## src/hdl/vnorm_pkg.sv

```systemverilog
// Shared types and constants for the four-component vector normalizer.
// Used by every module of the block; depends on nothing else.
`default_nettype none
package vnorm_pkg;

  localparam int COMP_WIDTH    = 16;
  localparam int OUT_FRAC_BITS = 14;
  localparam int UNIT_WIDTH    = OUT_FRAC_BITS + 2;
  localparam int LEN_WIDTH     = COMP_WIDTH + 1;
  localparam int SQ_WIDTH      = 2 * COMP_WIDTH;
  localparam int SUM_WIDTH     = 2 * COMP_WIDTH + 1;
  localparam int QUEUE_DEPTH   = 4;
  localparam int QUEUE_AW      = 2;
  localparam int LEVEL_WIDTH   = QUEUE_AW + 1;
  localparam int NUM_COMP      = 4;

  typedef struct packed {
    logic signed [COMP_WIDTH-1:0] comp_x;
    logic signed [COMP_WIDTH-1:0] comp_y;
    logic signed [COMP_WIDTH-1:0] comp_z;
    logic signed [COMP_WIDTH-1:0] comp_w;
  } vec_in_t;

  typedef struct packed {
    logic signed [UNIT_WIDTH-1:0] unit_x;
    logic signed [UNIT_WIDTH-1:0] unit_y;
    logic signed [UNIT_WIDTH-1:0] unit_z;
    logic signed [UNIT_WIDTH-1:0] unit_w;
    logic [LEN_WIDTH-1:0]         vec_length;
    logic                         is_zero;
  } vec_out_t;

  // Classified item handed from the front part to the back part.
  typedef struct packed {
    logic [NUM_COMP-1:0][COMP_WIDTH-1:0] mag;
    logic [NUM_COMP-1:0]                 neg;
    logic [SUM_WIDTH-1:0]                sum_sq;
  } work_t;

  // Queue status seen by both sides.
  typedef struct packed {
    logic [LEVEL_WIDTH-1:0] level;
    logic                   not_empty;
  } queue_status_t;

endpackage
`default_nettype wire

```

## src/hdl/vnorm_front.sv

```systemverilog
// Front part: accepts vectors, splits sign and magnitude, squares and sums.
// Depends on vnorm_pkg.
`default_nettype none
module vnorm_front (
  input  wire logic                    clk,
  input  wire logic                    rst,
  input  wire logic                    in_valid,
  output logic                         in_stall,
  input  wire vnorm_pkg::vec_in_t      in_item,
  input  wire vnorm_pkg::queue_status_t qstat,
  output logic                         push,
  output vnorm_pkg::work_t             push_item
);
  import vnorm_pkg::*;

  logic                                a_valid;
  logic [NUM_COMP-1:0][COMP_WIDTH-1:0] a_mag;
  logic [NUM_COMP-1:0]                 a_neg;
  logic [NUM_COMP-1:0][SQ_WIDTH-1:0]   a_sq;
  logic [NUM_COMP-1:0][COMP_WIDTH-1:0] comp;
  logic [NUM_COMP-1:0][COMP_WIDTH-1:0] mag_next;
  logic [LEVEL_WIDTH:0]                credit_used;
  logic                                take;

  // Entries already queued plus those still in flight must leave room.
  assign credit_used = {1'b0, qstat.level} + (LEVEL_WIDTH+1)'(a_valid)
                       + (LEVEL_WIDTH+1)'(push);
  assign in_stall    = credit_used >= (LEVEL_WIDTH+1)'(QUEUE_DEPTH);
  assign take        = in_valid && !in_stall;

  assign comp[0] = in_item.comp_x;
  assign comp[1] = in_item.comp_y;
  assign comp[2] = in_item.comp_z;
  assign comp[3] = in_item.comp_w;

  always_comb begin
    for (int i = 0; i < NUM_COMP; i++) begin
      mag_next[i] = comp[i][COMP_WIDTH-1] ? (~comp[i] + COMP_WIDTH'(1)) : comp[i];
    end
  end

  always_ff @(posedge clk) begin
    if (rst) begin
      a_valid <= 1'b0;
      push    <= 1'b0;
    end else begin
      a_valid <= take;
      push    <= a_valid;
    end
  end

  always_ff @(posedge clk) begin
    for (int i = 0; i < NUM_COMP; i++) begin
      a_mag[i] <= mag_next[i];
      a_neg[i] <= comp[i][COMP_WIDTH-1];
      a_sq[i]  <= SQ_WIDTH'(mag_next[i]) * SQ_WIDTH'(mag_next[i]);
    end
    push_item.mag    <= a_mag;
    push_item.neg    <= a_neg;
    push_item.sum_sq <= (SUM_WIDTH'(a_sq[0]) + SUM_WIDTH'(a_sq[1]))
                      + (SUM_WIDTH'(a_sq[2]) + SUM_WIDTH'(a_sq[3]));
  end

endmodule
`default_nettype wire

```

## config.mk

```make
export PLATFORM = sky130hd
export DESIGN_NAME = vnorm_front
export DESIGN_NICKNAME = d
export VERILOG_FILES = /design/src/hdl/vnorm_pkg.sv /design/src/hdl/vnorm_front.sv
export SDC_FILE = /design/constraint.sdc
export NUM_CORES = 2
export LEC_CHECK = 0
export ABC_CLOCK_PERIOD_IN_PS = 7300
export BUFFER_PORTS_ARGS = -buffer_cell sky130_fd_sc_hd__buf_2
export CAP_MARGIN = 20
export CORE_AREA = 2 2 310 312
export DETAILED_ROUTE_END_ITERATION = 10
export DIE_AREA = 0 0 312 314
export GPL_TIMING_DRIVEN = 0
export PLACE_DENSITY_LB_ADDON = 0.3
export SYNTH_ARGS = -nofsm -noshare
export SYNTH_HDL_FRONTEND = slang
export SYNTH_SLANG_ARGS = --single-unit
```

## constraint.sdc

```tcl
create_clock -name clk -period 7.3 [get_ports clk]
set_input_delay 0.73 -clock clk [delete_from_list [all_inputs] [get_ports clk]]
set_output_delay 0.73 -clock clk [all_outputs]
set_load 0.02 [all_outputs]
```

==> run metrics <==
outcome finished with violations; violated checks setup timing; post-synthesis area per instance 9.63 sq um; Max H-tree Level 2; Total Routed Length 96.2 mm; antenna violations before repair 3; Final Wtd Congestion approximately 0.87; I/O pin count 174; final-report max-slew violation count 0; Die Outline Area between 90000 and 100000 sq um; largest delay contributor family on the critical path adder cells; Seq cells post-synth just under 300; path type of the worst setup path input pin to flip-flop; dominant register cell in the synthesized netlist dfxtp_1; number of input and output port buffers inserted ~170; Max stage delay cell, worst path fa_1; final setup margin -0.0758 ns; Req. time, crit path 7.77 ns; worst slew margin relative to its limit 56.0%; Vias 27200; Fill cells 8957; drt first-iter violations 1525; routed length per placed instance 17.1 microns; Clk Tree Root Cell clkbuf_16; DP Worst Slack -2.05 ns; Core ar. approximately 94000 sq um; Max Fclk between 0.1 and 0.15 GHz; number of placement rows 113; # placed instances 5392; post-detailed-route via-to-cell ratio 4.84; Die Width 312 microns; setup violators final 4; CP Launch Type input pin; RSZ-0062 raised after global routing true; antenna-violating nets left 0; arrival time worst endpoint about 7.9 ns; Min Clock Period, post-route 7.38 ns; portion of the post-synthesis area used by sequential elements 15.5%; final-report hold violation count 0; half-perimeter wire length after detailed placement ~77 mm; aggregate negative setup slack -0.178 ns; most common cell after layout, fill and taps aside inv_1; share of async-settable or async-resettable flops after synthesis 0%; Finished Core Util about 48%; number of enable-type register cells in the synthesized netlist 0; total of max-cap violations 0; path class of the lowest-slack min-delay path input pin to flip-flop; number of nets in the layout 5527; most frequent cells in the layout 917 x inv_1, 705 x fa_1, 384 x ha_1, 299 x nand2_1, 291 x dfxtp_1; netlist area before placement approximately 38000 sq um; hold bufs inserted after CTS 0; drt drc 0; wire length of the first global-routing pass 154 mm; Worst Setup End Kind flip-flop; Tightest Pin Transition 0.658 ns; Starting Density 39.9%; number of buffer and inverter stages on the critical path 9; maximum number of pins on one net before global-route repair 14; worst-skew pair later-pin latency between 0.6 and 0.7 ns; worst clock skew 0.0407 ns; Slowest Stage Delay on Critical Path 0.56 ns; via count of the first global-routing pass 28700; worst-case clock buffer depth 3; count of yosys warnings during synthesis 0; Clk pin slew, worst setup/hold paths 0.05 ns; overall overflow remaining after global route 0; cell type with the highest occurrence count on the critical path fa_1; layout cell share with drive strength beyond 1 17.1%; area added between synthesis and finish 19.5%; overall track demand over capacity in global routing between 20% and 30%; die outline height 314 microns; TritonCTS clock tree built; number of sinks on the clock net 291; final instance count without filler cells 5616; TritonRoute pass-1 iters 5; TritonCTS buffer count 38; crit path max fanout 10; Syn Inst Count 3908; Yosys cell types 88; ratio of final minimum period to clock period 101%
worst register-to-register path, stage by stage (launching register included):
cell and delay, ns:
dfxtp_1 0.31, fa_1 0.53, inv_1 0.05, fa_1 0.47, inv_1 0.06, fa_1 0.42
a211oi_1 0.35, o211ai_1 0.18, a31oi_1 0.55, o2111ai_1 0.32, a41oi_2 0.36, o21ai_2 0.14
a2111oi_2 0.37, nor3_1 0.12, xor2_1 0.37
kinds of logic after synthesis:
logic type	Yosys count	synth area share, %
compound gates	446	7.99
xor+xnor	212	5.06
fa+ha+maj	1133	51.9
buf+inv	1037	10.4
flops	291	15.5
other cells	2	0.0199
simple gates	787	9.21
final cells by class:
class                      count  area [sq um]  area share (%)
multi-input combinational   2625         29900            66.4
sequential                   291          5830            12.9
inverter                     981          3810            8.47
timing repair buffer         337          2250            5.01
tap                         1265          1580            3.52
clock buffer                  46          1010            2.25
buffer                        49           349           0.776
clock inverter                21           307           0.681
antenna                        1          2.50         0.00556
metrics by stage:
step	hold WS, ns	area, sq um
finish	0.257	45000
global route	0.241	45000
floorplan	0.310	38200
detailed placement	0.312	40700
CTS	0.216	43600
global placement	0.310	40700
path summary, 6_finish.rpt:
check	cells past startpoint	from	end	slack, ns
max	30	in_item[32]	a_sq[63]	-0.08
min	1	in_item[47]	a_neg[1]	0.26
max reg2reg	14	a_sq[2]	push_item[29]	2.57
min reg2reg	0	a_mag[58]	push_item[95]	0.32
repair_timing:
item	CTS	global route
endpoints found under the setup margin	73	48
pin swaps	82	146
cloned	0	0
endpoints found under the hold margin	0	0
buffers inserted	89	75
resized for setup	172	221
synthesized netlist by cell type, drive strengths merged, types with 10 or more instances:
cell type | number | area share (%)
nor2b | 14 | 0.23
o31ai | 14 | 0.36
clkinv | 21 | 0.21
inv | 960 | 9.6
nand2 | 327 | 3.3
a31oi | 11 | 0.18
ha | 419 | 14
dfxtp | 291 | 15
o21a | 22 | 0.44
o21ai | 78 | 1.0
nor2 | 279 | 2.8
nand2b | 17 | 0.30
and3 | 22 | 0.37
a211oi | 18 | 0.39
a21o | 80 | 1.6
fa | 714 | 38
nor4 | 10 | 0.21
nand3 | 28 | 0.37
a21oi | 133 | 1.8
nor3 | 26 | 0.35
o21bai | 32 | 0.65
xor2 | 75 | 1.9
xnor2 | 137 | 3.2
and2 | 29 | 0.49
clkbuf | 51 | 0.51
state kept, by name (all words and copies together), names as in the netlist:
| name | count |
|---|---|
| a_sq | 124 |
| push_item | 101 |
| a_mag | 60 |
| a_neg | 4 |
| a_valid | 1 |
| push | 1 |
routing by layer:
layer | wire length (microns) | GRT usage [%] | part of all wire [%] | up-vias
li1 | - | - | - | 12700
met5 | 0 | 0 | 0 | -
met4 | 2570 | 5.56 | 2.7 | 0
met2 | 47000 | 34.1 | 49 | 630
met3 | 5400 | 2.94 | 5.6 | 140
met1 | 41100 | 27.0 | 43 | 13700
Power is left out: the tool's default activity adds up to more than one toggle a clock period on the data nets, which glitch-free logic cannot reach.
