--- config.mk ---
export PLATFORM = sky130hd
export DESIGN_NAME = vnorm_queue
export DESIGN_NICKNAME = d
export VERILOG_FILES = /design/src/hdl/vnorm_pkg.sv /design/src/hdl/vnorm_queue.sv
export SDC_FILE = /design/constraint.sdc
export NUM_CORES = 1
export LEC_CHECK = 0
export BUFFER_PORTS_ARGS = -buffer_cell sky130_fd_sc_hd__buf_2
export CORE_MARGIN = 2
export CORE_UTILIZATION = 61
export CTS_CLUSTER_SIZE = 28
export DETAILED_ROUTE_END_ITERATION = 10
export GPL_ROUTABILITY_DRIVEN = 1
export GPL_TIMING_DRIVEN = 0
export PLACE_DENSITY = 0.9
export SYNTH_ARGS = -nofsm -noshare
export SYNTH_HDL_FRONTEND = slang
export SYNTH_SLANG_ARGS = --single-unit
--- constraint.sdc ---
create_clock -name clk -period 5.8 [get_ports clk]
set_input_delay 1.16 -clock clk [delete_from_list [all_inputs] [get_ports clk]]
set_output_delay 1.16 -clock clk [all_outputs]
set_load 0.02 [all_outputs]
--- src/hdl/vnorm_pkg.sv ---
// Shared types and constants for the four-component vector normalizer.
// Used by every module of the block; depends on nothing else.
`default_nettype none
package vnorm_pkg;

  localparam int COMP_WIDTH    = 16;
  localparam int OUT_FRAC_BITS = 14;
  localparam int UNIT_WIDTH    = OUT_FRAC_BITS + 2;
  localparam int LEN_WIDTH     = COMP_WIDTH + 1;
  localparam int SQ_WIDTH      = 2 * COMP_WIDTH;
  localparam int SUM_WIDTH     = 2 * COMP_WIDTH + 1;
  localparam int QUEUE_DEPTH   = 4;
  localparam int QUEUE_AW      = 2;
  localparam int LEVEL_WIDTH   = QUEUE_AW + 1;
  localparam int NUM_COMP      = 4;

  typedef struct packed {
    logic signed [COMP_WIDTH-1:0] comp_x;
    logic signed [COMP_WIDTH-1:0] comp_y;
    logic signed [COMP_WIDTH-1:0] comp_z;
    logic signed [COMP_WIDTH-1:0] comp_w;
  } vec_in_t;

  typedef struct packed {
    logic signed [UNIT_WIDTH-1:0] unit_x;
    logic signed [UNIT_WIDTH-1:0] unit_y;
    logic signed [UNIT_WIDTH-1:0] unit_z;
    logic signed [UNIT_WIDTH-1:0] unit_w;
    logic [LEN_WIDTH-1:0]         vec_length;
    logic                         is_zero;
  } vec_out_t;

  // Classified item handed from the front part to the back part.
  typedef struct packed {
    logic [NUM_COMP-1:0][COMP_WIDTH-1:0] mag;
    logic [NUM_COMP-1:0]                 neg;
    logic [SUM_WIDTH-1:0]                sum_sq;
  } work_t;

  // Queue status seen by both sides.
  typedef struct packed {
    logic [LEVEL_WIDTH-1:0] level;
    logic                   not_empty;
  } queue_status_t;

endpackage
`default_nettype wire

--- src/hdl/vnorm_queue.sv ---
// Short queue that decouples the front part from the back part.
// Depends on vnorm_pkg.
`default_nettype none
module vnorm_queue (
  input  wire logic             clk,
  input  wire logic             rst,
  input  wire logic             push,
  input  wire vnorm_pkg::work_t push_item,
  input  wire logic             pop,
  output vnorm_pkg::work_t      pop_item,
  output vnorm_pkg::queue_status_t qstat
);
  import vnorm_pkg::*;

  work_t                  entries [QUEUE_DEPTH];
  logic [QUEUE_AW-1:0]    wr_ptr;
  logic [QUEUE_AW-1:0]    rd_ptr;
  logic [LEVEL_WIDTH-1:0] level;

  assign pop_item        = entries[rd_ptr];
  assign qstat.level     = level;
  assign qstat.not_empty = level != '0;

  always_ff @(posedge clk) begin
    if (rst) begin
      wr_ptr <= '0;
      rd_ptr <= '0;
      level  <= '0;
    end else begin
      if (push) wr_ptr <= wr_ptr + QUEUE_AW'(1);
      if (pop)  rd_ptr <= rd_ptr + QUEUE_AW'(1);
      if (push && !pop)      level <= level + LEVEL_WIDTH'(1);
      else if (pop && !push) level <= level - LEVEL_WIDTH'(1);
    end
  end

  always_ff @(posedge clk) begin
    if (push) entries[wr_ptr] <= push_item;
  end

endmodule
`default_nettype wire

==> impl_metrics.csv, run 1 <==
group,metric,value,unit
sta,finalSetupTns,0,ps
yosys,synth_compound_gate_area_share,0.0667,%
clock_tree,ctsResizeCount,0,
yosys,netlist_area,0.0150,mm²
flow_run,max_cap_violations,0,
clock_tree,cts_hold_buf,0,
critical_path,arrival_time_at_the_worst_endpoint,2400,ps
sta,slew_viol_final,0,
sta,max_clock_freq,281,MHz
critical_path,crit_family,"buffers and inverters",
cells_and_area,finish.instance_area,0.0180,mm²
cells_and_area,fillerInstances,1347,
power_and_ir_drop,power_switching_share,22.4,%
floorplan,start_util,61.9,%
power_and_ir_drop,leakage,6.15,nW
yosys,ys_ff_latch,413,
global_routing,grt_antenna_before_repair,4,
clock_tree,clock_buffers_created_by_tritoncts,41,
power_and_ir_drop,seqPwrFrac,50.0,%
cells_and_area,share_of_cells_above_drive_strength_1,47.3,%
power_and_ir_drop,netSwitchingPower,1.56,mW
floorplan,die_h,161,µm
clock_tree,clk_pin_slew,60,ps
yosys,post_synth_xor_area_fraction,0.292,%
floorplan,floorplan.rows,57,
floorplan,placeableCoreArea,0.0242,mm²
yosys,synth_top_family_by_area,"multiplexers",
placed_design,globalplace.congestion,0.716,
floorplan,die-width,161,µm
route,drc_errors,0,
placed_design,dpl_cell_area,0.0166,mm²
yosys,ys_types,18,
hold_path,worstHoldStart,"level[2]",
yosys,yosys.area_share.adder,0.551,%
sta,worst_hold_slack,501,ps
global_routing,grt_pass1_vias,7378,
critical_path,critical_path.startpoint_type,"register",
floorplan,io_pins,210,
sta,hold_viol,0,
route,detailedRoute.firstIterationViolations,575,
clock_tree,clock_tree.buffer_depth,3,
floorplan,design.die.area,0.0259,mm²
route,antenna_violating_nets_post_route,0,
power_and_ir_drop,design_power_total,6.95,mW
cells_and_area,areaGrowthSynthToFinish,20.2,%
route,routed_wl,29.6,mm
clock_tree,cts_tree,"done",
sta,tightestPinTransition,874,ps
clock_tree,postCtsSetupRepairBufs,0,
yosys,ys_seq_area_share,82.1,%
clock_tree,h_tree_level_count,2,
power_and_ir_drop,clkPwrFrac,39.4,%
clock_tree,clkLatencyLatePin,520,ps
power_and_ir_drop,internal_power,5.39,mW
critical_path,worst-endpoint-required,4640,ps
critical_path,timing_worst_setup_path_type,"reg -> out",
route,vias_per_cell,5.88,
global_routing,grt_first_pass_wirelength,44.5,mm
sta,unrepaired_setup_endpoints_after_global_routing,"no",
sta,clock_skew,8.18,ps
route,dr.pass1.iters,4,
clock_tree,cts.sink_count,413,
yosys,synth-simple-area-share,0.450,%
power_and_ir_drop,power.ir.vdd_worst,299,µV
sta,min_period_over_period,61.4,%
cells_and_area,final_net_count,937,
placed_design,port_buffers,208,
sta,slew_headroom,41.8,%
global_routing,globalRouteOverflowTotal,0,
run_status,status,"completed",
clock_tree,clk_root_buffer_cell,"clkbuf_16",
hold_path,min-delay-path-class,"reg -> reg",
power_and_ir_drop,comb_power_share,10.7,%
global_routing,grt_usage,23.4,%
sta,finalWorstPathRequiredPeriod,3560,ps
critical_path,cpPeakStageDelay,560,ps
yosys,share_of_synthesized_area_spent_on_multiplexers,15.3,%
power_and_ir_drop,pwr_density_cell,385,mW/mm²
critical_path,critical_path.max_fanout,10,
sta,setup_viol_count_final,0,
route,route.vias.total,6970,
critical_path,worstPathCellList,"clkbuf_1, buf_2, mux4_2, buf_2",
yosys,synth_nets,681,
cells_and_area,finalCoreUtilization,74.3,%
critical_path,most_common_cell_type_on_the_critical_path,"buf_2",
yosys,synth_area_per_cell,26.3,µm²
yosys,postSynthCellCount,570,
global_routing,largest_net_degree_at_the_start_of_global_routing,57,
critical_path,cp-end-kind,"output port",
placed_design,dp.final_hpwl,17.1,mm
critical_path,regToRegStartpoint,"wr_ptr[0]",
critical_path,critical-path-slowest-cell,"clkbuf_1",
yosys,synth_warnings,0,
route,wire_per_inst,24.9,µm
critical_path,critical_path_buf_inv_count,3,
[final cells by class]
type / instances / area, µm² / share of cell area, %
antenna: 4 / 10.0 / 0.0555
buffer: 23 / 174 / 0.965
clock buffer: 48 / 1080 / 6.00
clock inverter: 27 / 345 / 1.92
inverter: 4 / 15.0 / 0.0833
multi-input combinational: 130 / 2510 / 13.9
sequential: 413 / 12300 / 68.3
tap: 324 / 405 / 2.25
timing repair buffer: 213 / 1170 / 6.50
[logic make-up (layout without fill, tap and decap cells)]
family                   count (synthesis)  in the layout
AND/OR/NAND/NOR                         14             14
AO/OA/AOI/OAI                            2              2
multiplexers                           103            103
other                                    0              4
flip-flops                             413            413
XOR/XNOR                                 5              5
buffers and inverters                   27            315
adder cells (fa/ha/maj)                  6              6
[cell usage in the layout, fill, tap and decap left out]
cell type | netlist | routed
ha_1 | 5 | 5
buf_12 | 0 | 1
xor2_1 | 3 | 3
nor2_1 | 7 | 7
edfxtp_1 | 404 | 404
clkbuf_16 | 0 | 41
clkinv_2 | 0 | 7
inv_1 | 4 | 4
clkbuf_1 | 3 | 7
clkinvlp_4 | 0 | 5
bufinv_16 | 0 | 7
and2_4 | 0 | 4
dfxtp_1 | 9 | 9
xnor2_1 | 2 | 2
diode_2 | 0 | 4
o21ai_0 | 1 | 1
nand2_1 | 1 | 1
or3_1 | 2 | 2
inv_6 | 0 | 3
mux4_2 | 101 | 101
a21oi_1 | 1 | 1
fa_1 | 1 | 1
buf_16 | 0 | 4
buf_2 | 10 | 218
mux2i_1 | 2 | 2
clkinv_8 | 0 | 1
clkbuf_8 | 0 | 3
clkinv_1 | 0 | 3
clkinv_4 | 0 | 1
buf_6 | 10 | 10
[sequential cells by signal, summed over array words and instances (netlist names), named ones only]
| name | flops |
|---|---|
| entries | 404 |
| level | 3 |
| rd_ptr | 2 |
| wr_ptr | 2 |
[layer usage]
layer  share of wire, %  wire (µm)  vias up  GRT usage (%)
met5              0.024          7        -              0
met4                2.2        652        2           6.49
met3                7.3       2150       49           5.89
met2                 52      15500      293           39.3
met1                 38      11300     3642           31.3
li1                   -          -     2984              -
[final timing paths]
check | slack (ps) | endpoint | cells after the start
worst max-delay path | 2240 | pop_item[37] | 4
worst min-delay path | 500 | level[2] | 2
worst max register to register | 3730 | entries[2][44] | 4
worst min register to register | 500 | level[2] | 2
[power groups by stage]
stage / Sequential (mW) / Clock [mW] / Combinational (mW)
after global placement: 3.54 / 0 / 0.707
after floorplan: 3.53 / 0 / 0.466
after CTS: 3.47 / 2.78 / 0.752
after global routing: 3.48 / 2.90 / 0.786
final: 3.47 / 2.73 / 0.741
after detailed placement: 3.53 / 0 / 0.741
[tightest hold or removal path, stage by stage (launching register included)]
cell	delay, ps
dfxtp_1	320
o21ai_0	70
a21oi_1	60
[cells in the mapped netlist (all sizes together)]
cell type  number  area share [%]
mux2i           2            0.13
mux4          101              15
clkbuf          3           0.075
xnor2           2            0.12
and2            4            0.17
buf            20             1.1
dfxtp           9             1.2
nor2            7            0.18
xor2            3            0.18
inv             4            0.10
ha              5            0.42
o21ai           1           0.033
a21oi           1           0.033
edfxtp        404              81
or3             2           0.083
fa              1            0.13
nand2           1           0.025
[metrics by stage]
stage          std cells  worst slack, ps
4_1_cts             1182             2200
3_5_place_dp        1107             2780
5_1_grt             1183             2130
6_report            1186             2240
3_3_place_gp        1102            -17.1
2_1_floorplan        570             1840
No activity file was read; power rests on OpenSTA's default activity.
==> run 2: changes to the inputs <==
Settings changed: CORE_UTILIZATION 61 to 51, PLACE_DENSITY 0.9 to 0.81.
Clock period 5.8 ns to 2.9 ns, I/O delays scaled along.
==> run 2 against run 1 <==
- clock-buffer cell count is 4 higher
- global-route usage is 5.1 points lower
- non-clock buffer count stayed put
- final cell count is 5.1% higher
- hold slack worse by 240 ps
- first-iteration DRC count is 1.0% lower
- total power is 97% higher
- sequential power is 99% higher
- setup slack worse by 2000 ps
- sequential share of layout area hardly changed
- via count is 2.7% lower
==> impl_metrics.csv, run 2 (same netlist as run 1, synthesis figures left out) <==
group,metric,value,unit
run_status,status,"completed",
placed_design,dp.final_hpwl,16.7,mm
sta,final_worst_path_setup_slack,211,ps
critical_path,cp-end-kind,"output port",
cells_and_area,largest_regs,"entries (404), level (3)",
sta,finalSetupTns,0,ps
cells_and_area,areaGrowthSynthToFinish,20.2,%
route,dr.pass1.iters,4,
sta,setup_viol_count_final,0,
clock_tree,cts_hold_buf,0,
clock_tree,clk_pin_slew,60,ps
cells_and_area,final_cells,1246,
cells_and_area,finish.instance_area,0.0180,mm²
route,detailedRoute.firstIterationViolations,569,
critical_path,cpPeakStageDelay,380,ps
placed_design,dpl_cell_area,0.0167,mm²
global_routing,largest_net_degree_at_the_start_of_global_routing,59,
clock_tree,clock_tree.buffer_depth,3,
critical_path,crit_family,"buffers and inverters",
global_routing,grt_usage,18.3,%
cells_and_area,share_of_cells_above_drive_strength_1,46.0,%
sta,hold_viol,0,
sta,unrepaired_setup_endpoints_after_global_routing,"no",
sta,finalWorstPathRequiredPeriod,2690,ps
critical_path,timing_worst_setup_path_type,"reg -> out",
power_and_ir_drop,clkPwrFrac,38.5,%
floorplan,die-width,175,µm
global_routing,grt_first_pass_wirelength,42.4,mm
floorplan,floorplan.rows,62,
floorplan,die_h,175,µm
route,drc_errors,0,
clock_tree,clkLatencyLatePin,520,ps
floorplan,placeableCoreArea,0.0289,mm²
cells_and_area,final_net_count,938,
power_and_ir_drop,power.ir.vdd_worst,487,µV
power_and_ir_drop,comb_power_share,10.8,%
floorplan,io_pins,210,
route,routed_wl,27.7,mm
clock_tree,postCtsSetupRepairBufs,0,
sta,max_clock_freq,372,MHz
cells_and_area,commonest_non_fill_non_tap_cells_in_the_layout,"edfxtp_1 (404), buf_2 (218), mux4_2 (101)",
critical_path,critical-path-slowest-cell,"buf_2",
global_routing,grt_antenna_before_repair,6,
sta,slew_headroom,47.5,%
cells_and_area,largest_register,"entries",
sta,slew_viol_final,0,
route,antenna_violating_nets_post_route,0,
clock_tree,cts_tree,"done",
sta,tightestPinTransition,787,ps
route,vias_per_cell,5.44,
placed_design,port_buffers,208,
sta,clock_skew,18.5,ps
global_routing,grt_pass1_vias,7317,
sta,min_period_over_period,92.7,%
floorplan,start_util,52.0,%
placed_design,globalplace.congestion,0.698,
power_and_ir_drop,netSwitchingPower,3.03,mW
route,wire_per_inst,22.2,µm
floorplan,design.die.area,0.0308,mm²
power_and_ir_drop,power_switching_share,22.2,%
power_and_ir_drop,internal_power,10.6,mW
critical_path,most_common_cell_type_on_the_critical_path,"buf_2",
cells_and_area,layout_commonest_cell,"edfxtp_1",
power_and_ir_drop,leakage,6.13,nW
placed_design,placed_cells_incl_taps,1167,
power_and_ir_drop,design_power_total,13.6,mW
hold_path,min-delay-path-class,"in -> reg",
clock_tree,clock_buffers_created_by_tritoncts,42,
clock_tree,clk_root_buffer_cell,"clkbuf_16",
critical_path,worstPathCellList,"clkbuf_2, buf_2, mux4_2, buf_2",
route,route.vias.total,6782,
clock_tree,cts.sink_count,413,
placed_design,preCtsSetupSlack,360,ps
power_and_ir_drop,seqPwrFrac,50.7,%
critical_path,worst-endpoint-required,2320,ps
flow_run,max_cap_violations,0,
critical_path,critical_path.max_fanout,10,
global_routing,globalRouteOverflowTotal,0,
clock_tree,h_tree_level_count,2,
clock_tree,ctsResizeCount,1,
critical_path,critical_path.startpoint_type,"register",
cells_and_area,largest_register_ff_count,404,
critical_path,arrival_time_at_the_worst_endpoint,2110,ps
critical_path,critical_path_buf_inv_count,3,
power_and_ir_drop,pwr_density_cell,757,mW/mm²
run 2: cell count changes in the layout (fill, tap and decap cells not counted), sizes merged:
cell      change
clkinv        +6
clkinvlp      -5
clkbuf        +4
bufinv        -2
inv           -2
diode         -1
run 2: stage by stage:
step           hold slack (ps)  util, %
2_1_floorplan              485        -
3_3_place_gp               486     57.3
3_5_place_dp               500     57.7
4_1_cts                    241     62.4
5_1_grt                    245     62.4
6_report                   266     62.5
run 2: layout make-up:
type	instances	area, µm²
Fill cell	1991	10800
Sequential cell	413	12300
Multi-Input combinational cell	130	2510
Timing Repair Buffer	213	1170
Buffer	23	175
Clock buffer	52	1110
Antenna cell	3	7.51
Clock inverter	24	243
Tap cell	384	480
Inverter	4	15.0
run 2: final timing paths:
kind | endpoint | depth (start not counted) | start | slack [ps]
setup reg to reg | entries[3][45] | 3 | wr_ptr[0] | 900
hold / removal | entries[3][58] | 1 | push_item[58] | 270
setup / recovery | pop_item[62] | 4 | register | 210
hold reg to reg | level[2] | 2 | level[2] | 510
run 2: routing by layer:
metal	track usage (%)	part of all wire [%]
met1	24.0	40
met2	30.8	50
met3	4.55	7.0
met4	5.54	2.5
met5	0	0.13
run 2: power groups by stage:
stage	clock network [mW]	registers [mW]	logic [mW]
global route	5.59	6.94	1.58
global placement	0	7.05	1.44
floorplan	0	7.05	0.933
CTS	5.38	6.93	1.50
finish	5.25	6.92	1.47
detailed placement	0	7.05	1.50
==> run 3: changes to the inputs <==
Settings changed: CELL_PAD_IN_SITES_DETAIL_PLACEMENT from default to 1, CELL_PAD_IN_SITES_GLOBAL_PLACEMENT from default to 1, CORE_UTILIZATION 51 to 45.
==> run 3 against run 2 <==
- hold slack better by 13 ps
- sequential power about the same
- maximum frequency down 0.70%
- final cell count up 4.3%
- clock skew down 7.9 ps
- global-route usage down 0.60 points
- utilization down 7.3 points
- clock-buffer cell count up 3
==> impl_metrics.csv, run 3 (same netlist as run 1, synthesis figures left out) <==
group,metric,value,unit
hold_path,min-delay-path-class,"in -> reg",
power_and_ir_drop,power.ir.vdd_worst,574,µV
sta,finalSetupTns,0,ps
power_and_ir_drop,clkPwrFrac,37.7,%
sta,clock_skew,10.7,ps
clock_tree,clk_pin_slew,60,ps
clock_tree,h_tree_level_count,2,
global_routing,use_met1,23.5,%
hold_path,worstHoldStart,"push_item[6]",
sta,max_clock_freq,369,MHz
power_and_ir_drop,pwr_density_cell,749,mW/mm²
cells_and_area,final_net_count,938,
global_routing,grt_antenna_before_repair,5,
clock_tree,cts.sink_count,413,
route,route.vias.total,6867,
global_routing,grt_pass1_vias,7743,
cells_and_area,areaGrowthSynthToFinish,20.2,%
power_and_ir_drop,leakage,6.09,nW
sta,slew_viol_final,0,
route,antenna_violating_nets_post_route,0,
sta,unrepaired_setup_endpoints_after_global_routing,"no",
clock_tree,clk_root_buffer_cell,"clkbuf_16",
cells_and_area,largest_register_ff_count,404,
critical_path,most_common_cell_type_on_the_critical_path,"buf_2",
floorplan,die-width,187,µm
clock_tree,clkLatencyLatePin,520,ps
global_routing,use_met3,4.50,%
placed_design,placed_cells_incl_taps,1224,
sta,slew_headroom,42.5,%
placed_design,dp.final_hpwl,19.5,mm
route,vias_per_cell,5.29,
cells_and_area,commonest_non_fill_non_tap_cells_in_the_layout,"edfxtp_1 (404), buf_2 (218), mux4_2 (101)",
placed_design,port_buffers,208,
sta,min_period_over_period,93.4,%
floorplan,design.die.area,0.0348,mm²
route,routed_wl,30.4,mm
critical_path,regToRegStartpoint,"wr_ptr[0]",
floorplan,start_util,45.9,%
global_routing,globalRouteOverflowTotal,0,
route,detailedRoute.firstIterationViolations,412,
critical_path,critical_path.startpoint_type,"register",
cells_and_area,layout_commonest_cell,"edfxtp_1",
power_and_ir_drop,internal_power,10.4,mW
global_routing,grt_first_pass_wirelength,47.3,mm
route,wire_per_inst,23.4,µm
global_routing,globalRoute.busiestLayer,"met2",
placed_design,preCtsSetupSlack,304,ps
power_and_ir_drop,netSwitchingPower,3.09,mW
clock_tree,clock_tree.buffer_depth,3,
floorplan,io_pins,210,
global_routing,grt_util_met2,29.3,%
route,dr.pass1.iters,4,
critical_path,arrival_time_at_the_worst_endpoint,2130,ps
placed_design,globalplace.congestion,0.664,
floorplan,placeableCoreArea,0.0327,mm²
critical_path,worstPathCellList,"clkbuf_2, buf_2, mux4_2, buf_2",
sta,tightestPinTransition,863,ps
run_status,status,"completed",
cells_and_area,final_cells,1299,
floorplan,die_h,187,µm
clock_tree,clock_buffers_created_by_tritoncts,43,
critical_path,cpPeakStageDelay,380,ps
clock_tree,cts_tree,"done",
global_routing,largest_net_degree_at_the_start_of_global_routing,55,
power_and_ir_drop,comb_power_share,11.0,%
clock_tree,postCtsSetupRepairBufs,0,
cells_and_area,largest_register,"entries",
cells_and_area,largest_regs,"entries (404), level (3)",
critical_path,worst-endpoint-required,2320,ps
critical_path,critical-path-slowest-cell,"mux4_2",
sta,setup_viol_count_final,0,
floorplan,floorplan.rows,66,
sta,hold_viol,0,
power_and_ir_drop,seqPwrFrac,51.3,%
critical_path,timing_worst_setup_path_type,"reg -> out",
flow_run,max_cap_violations,0,
cells_and_area,share_of_cells_above_drive_strength_1,46.4,%
critical_path,cp-end-kind,"output port",
critical_path,critical_path.max_fanout,10,
global_routing,grt_usage,17.7,%
power_and_ir_drop,power_switching_share,22.9,%
route,drc_errors,0,
sta,finalWorstPathRequiredPeriod,2710,ps
sta,final_worst_path_setup_slack,192,ps
-- run 3: repair_timing --
| action | 4_1_cts | 5_1_grt |
|---|---|---|
| setup endpoints to repair | 90 | 0 |
| resized for setup | 1 | 0 |
| hold buffers | 0 | 0 |
-- run 3: critical path: cells and delay by family (launching register included) --
family | cells | cell delay [ps]
buffers and inverters | 3 | 900
multiplexers | 1 | 380
flip-flops | 1 | 320
-- run 3: layer usage --
metal | vias up | share of wire (%)
li1 | 2963 | -
met1 | 3629 | 41
met2 | 207 | 50
met3 | 62 | 5.8
met4 | 6 | 2.6
met5 | - | 0.14
-- run 3: final timing paths --
check                           cells past startpoint  slack (ps)        endpoint
worst max register to register                      4         850  entries[0][89]
worst min-delay path                                1         280   entries[0][6]
worst max-delay path                                4         190    pop_item[11]
worst min register to register                      2         520        level[2]
-- run 3: per-stage QoR --
| stage | cell area [µm²] | utilization [%] | power [mW] | hold slack (ps) |
|---|---|---|---|---|
| floorplan | 15000 | - | 7.98 | 485 |
| global placement | 16600 | 50.8 | 8.51 | 483 |
| detailed placement | 16700 | 51.1 | 8.58 | 515 |
| CTS | 18000 | 55.1 | 13.7 | 253 |
| global route | 18000 | 55.1 | 14.0 | 258 |
| finish | 18000 | 55.1 | 13.5 | 278 |
-- run 3: power by group through the flow --
stage          clock network [mW]  logic (mW)  registers [mW]
2_1_floorplan                   0       0.933            7.05
3_3_place_gp                    0        1.45            7.06
3_5_place_dp                    0        1.52            7.06
4_1_cts                      5.21        1.52            6.94
5_1_grt                      5.44        1.59            6.96
6_report                     5.09        1.49            6.93
-- run 3: area by class of cell --
| type | count | area, µm² |
|---|---|---|
| Antenna cell | 2 | 5.00 |
| Sequential cell | 413 | 12300 |
| Clock buffer | 55 | 1180 |
| Clock inverter | 18 | 120 |
| Buffer | 23 | 175 |
| Timing Repair Buffer | 212 | 1150 |
| Inverter | 4 | 15.0 |
| Tap cell | 442 | 553 |
| Fill cell | 2858 | 14700 |
| Multi-Input combinational cell | 130 | 2510 |
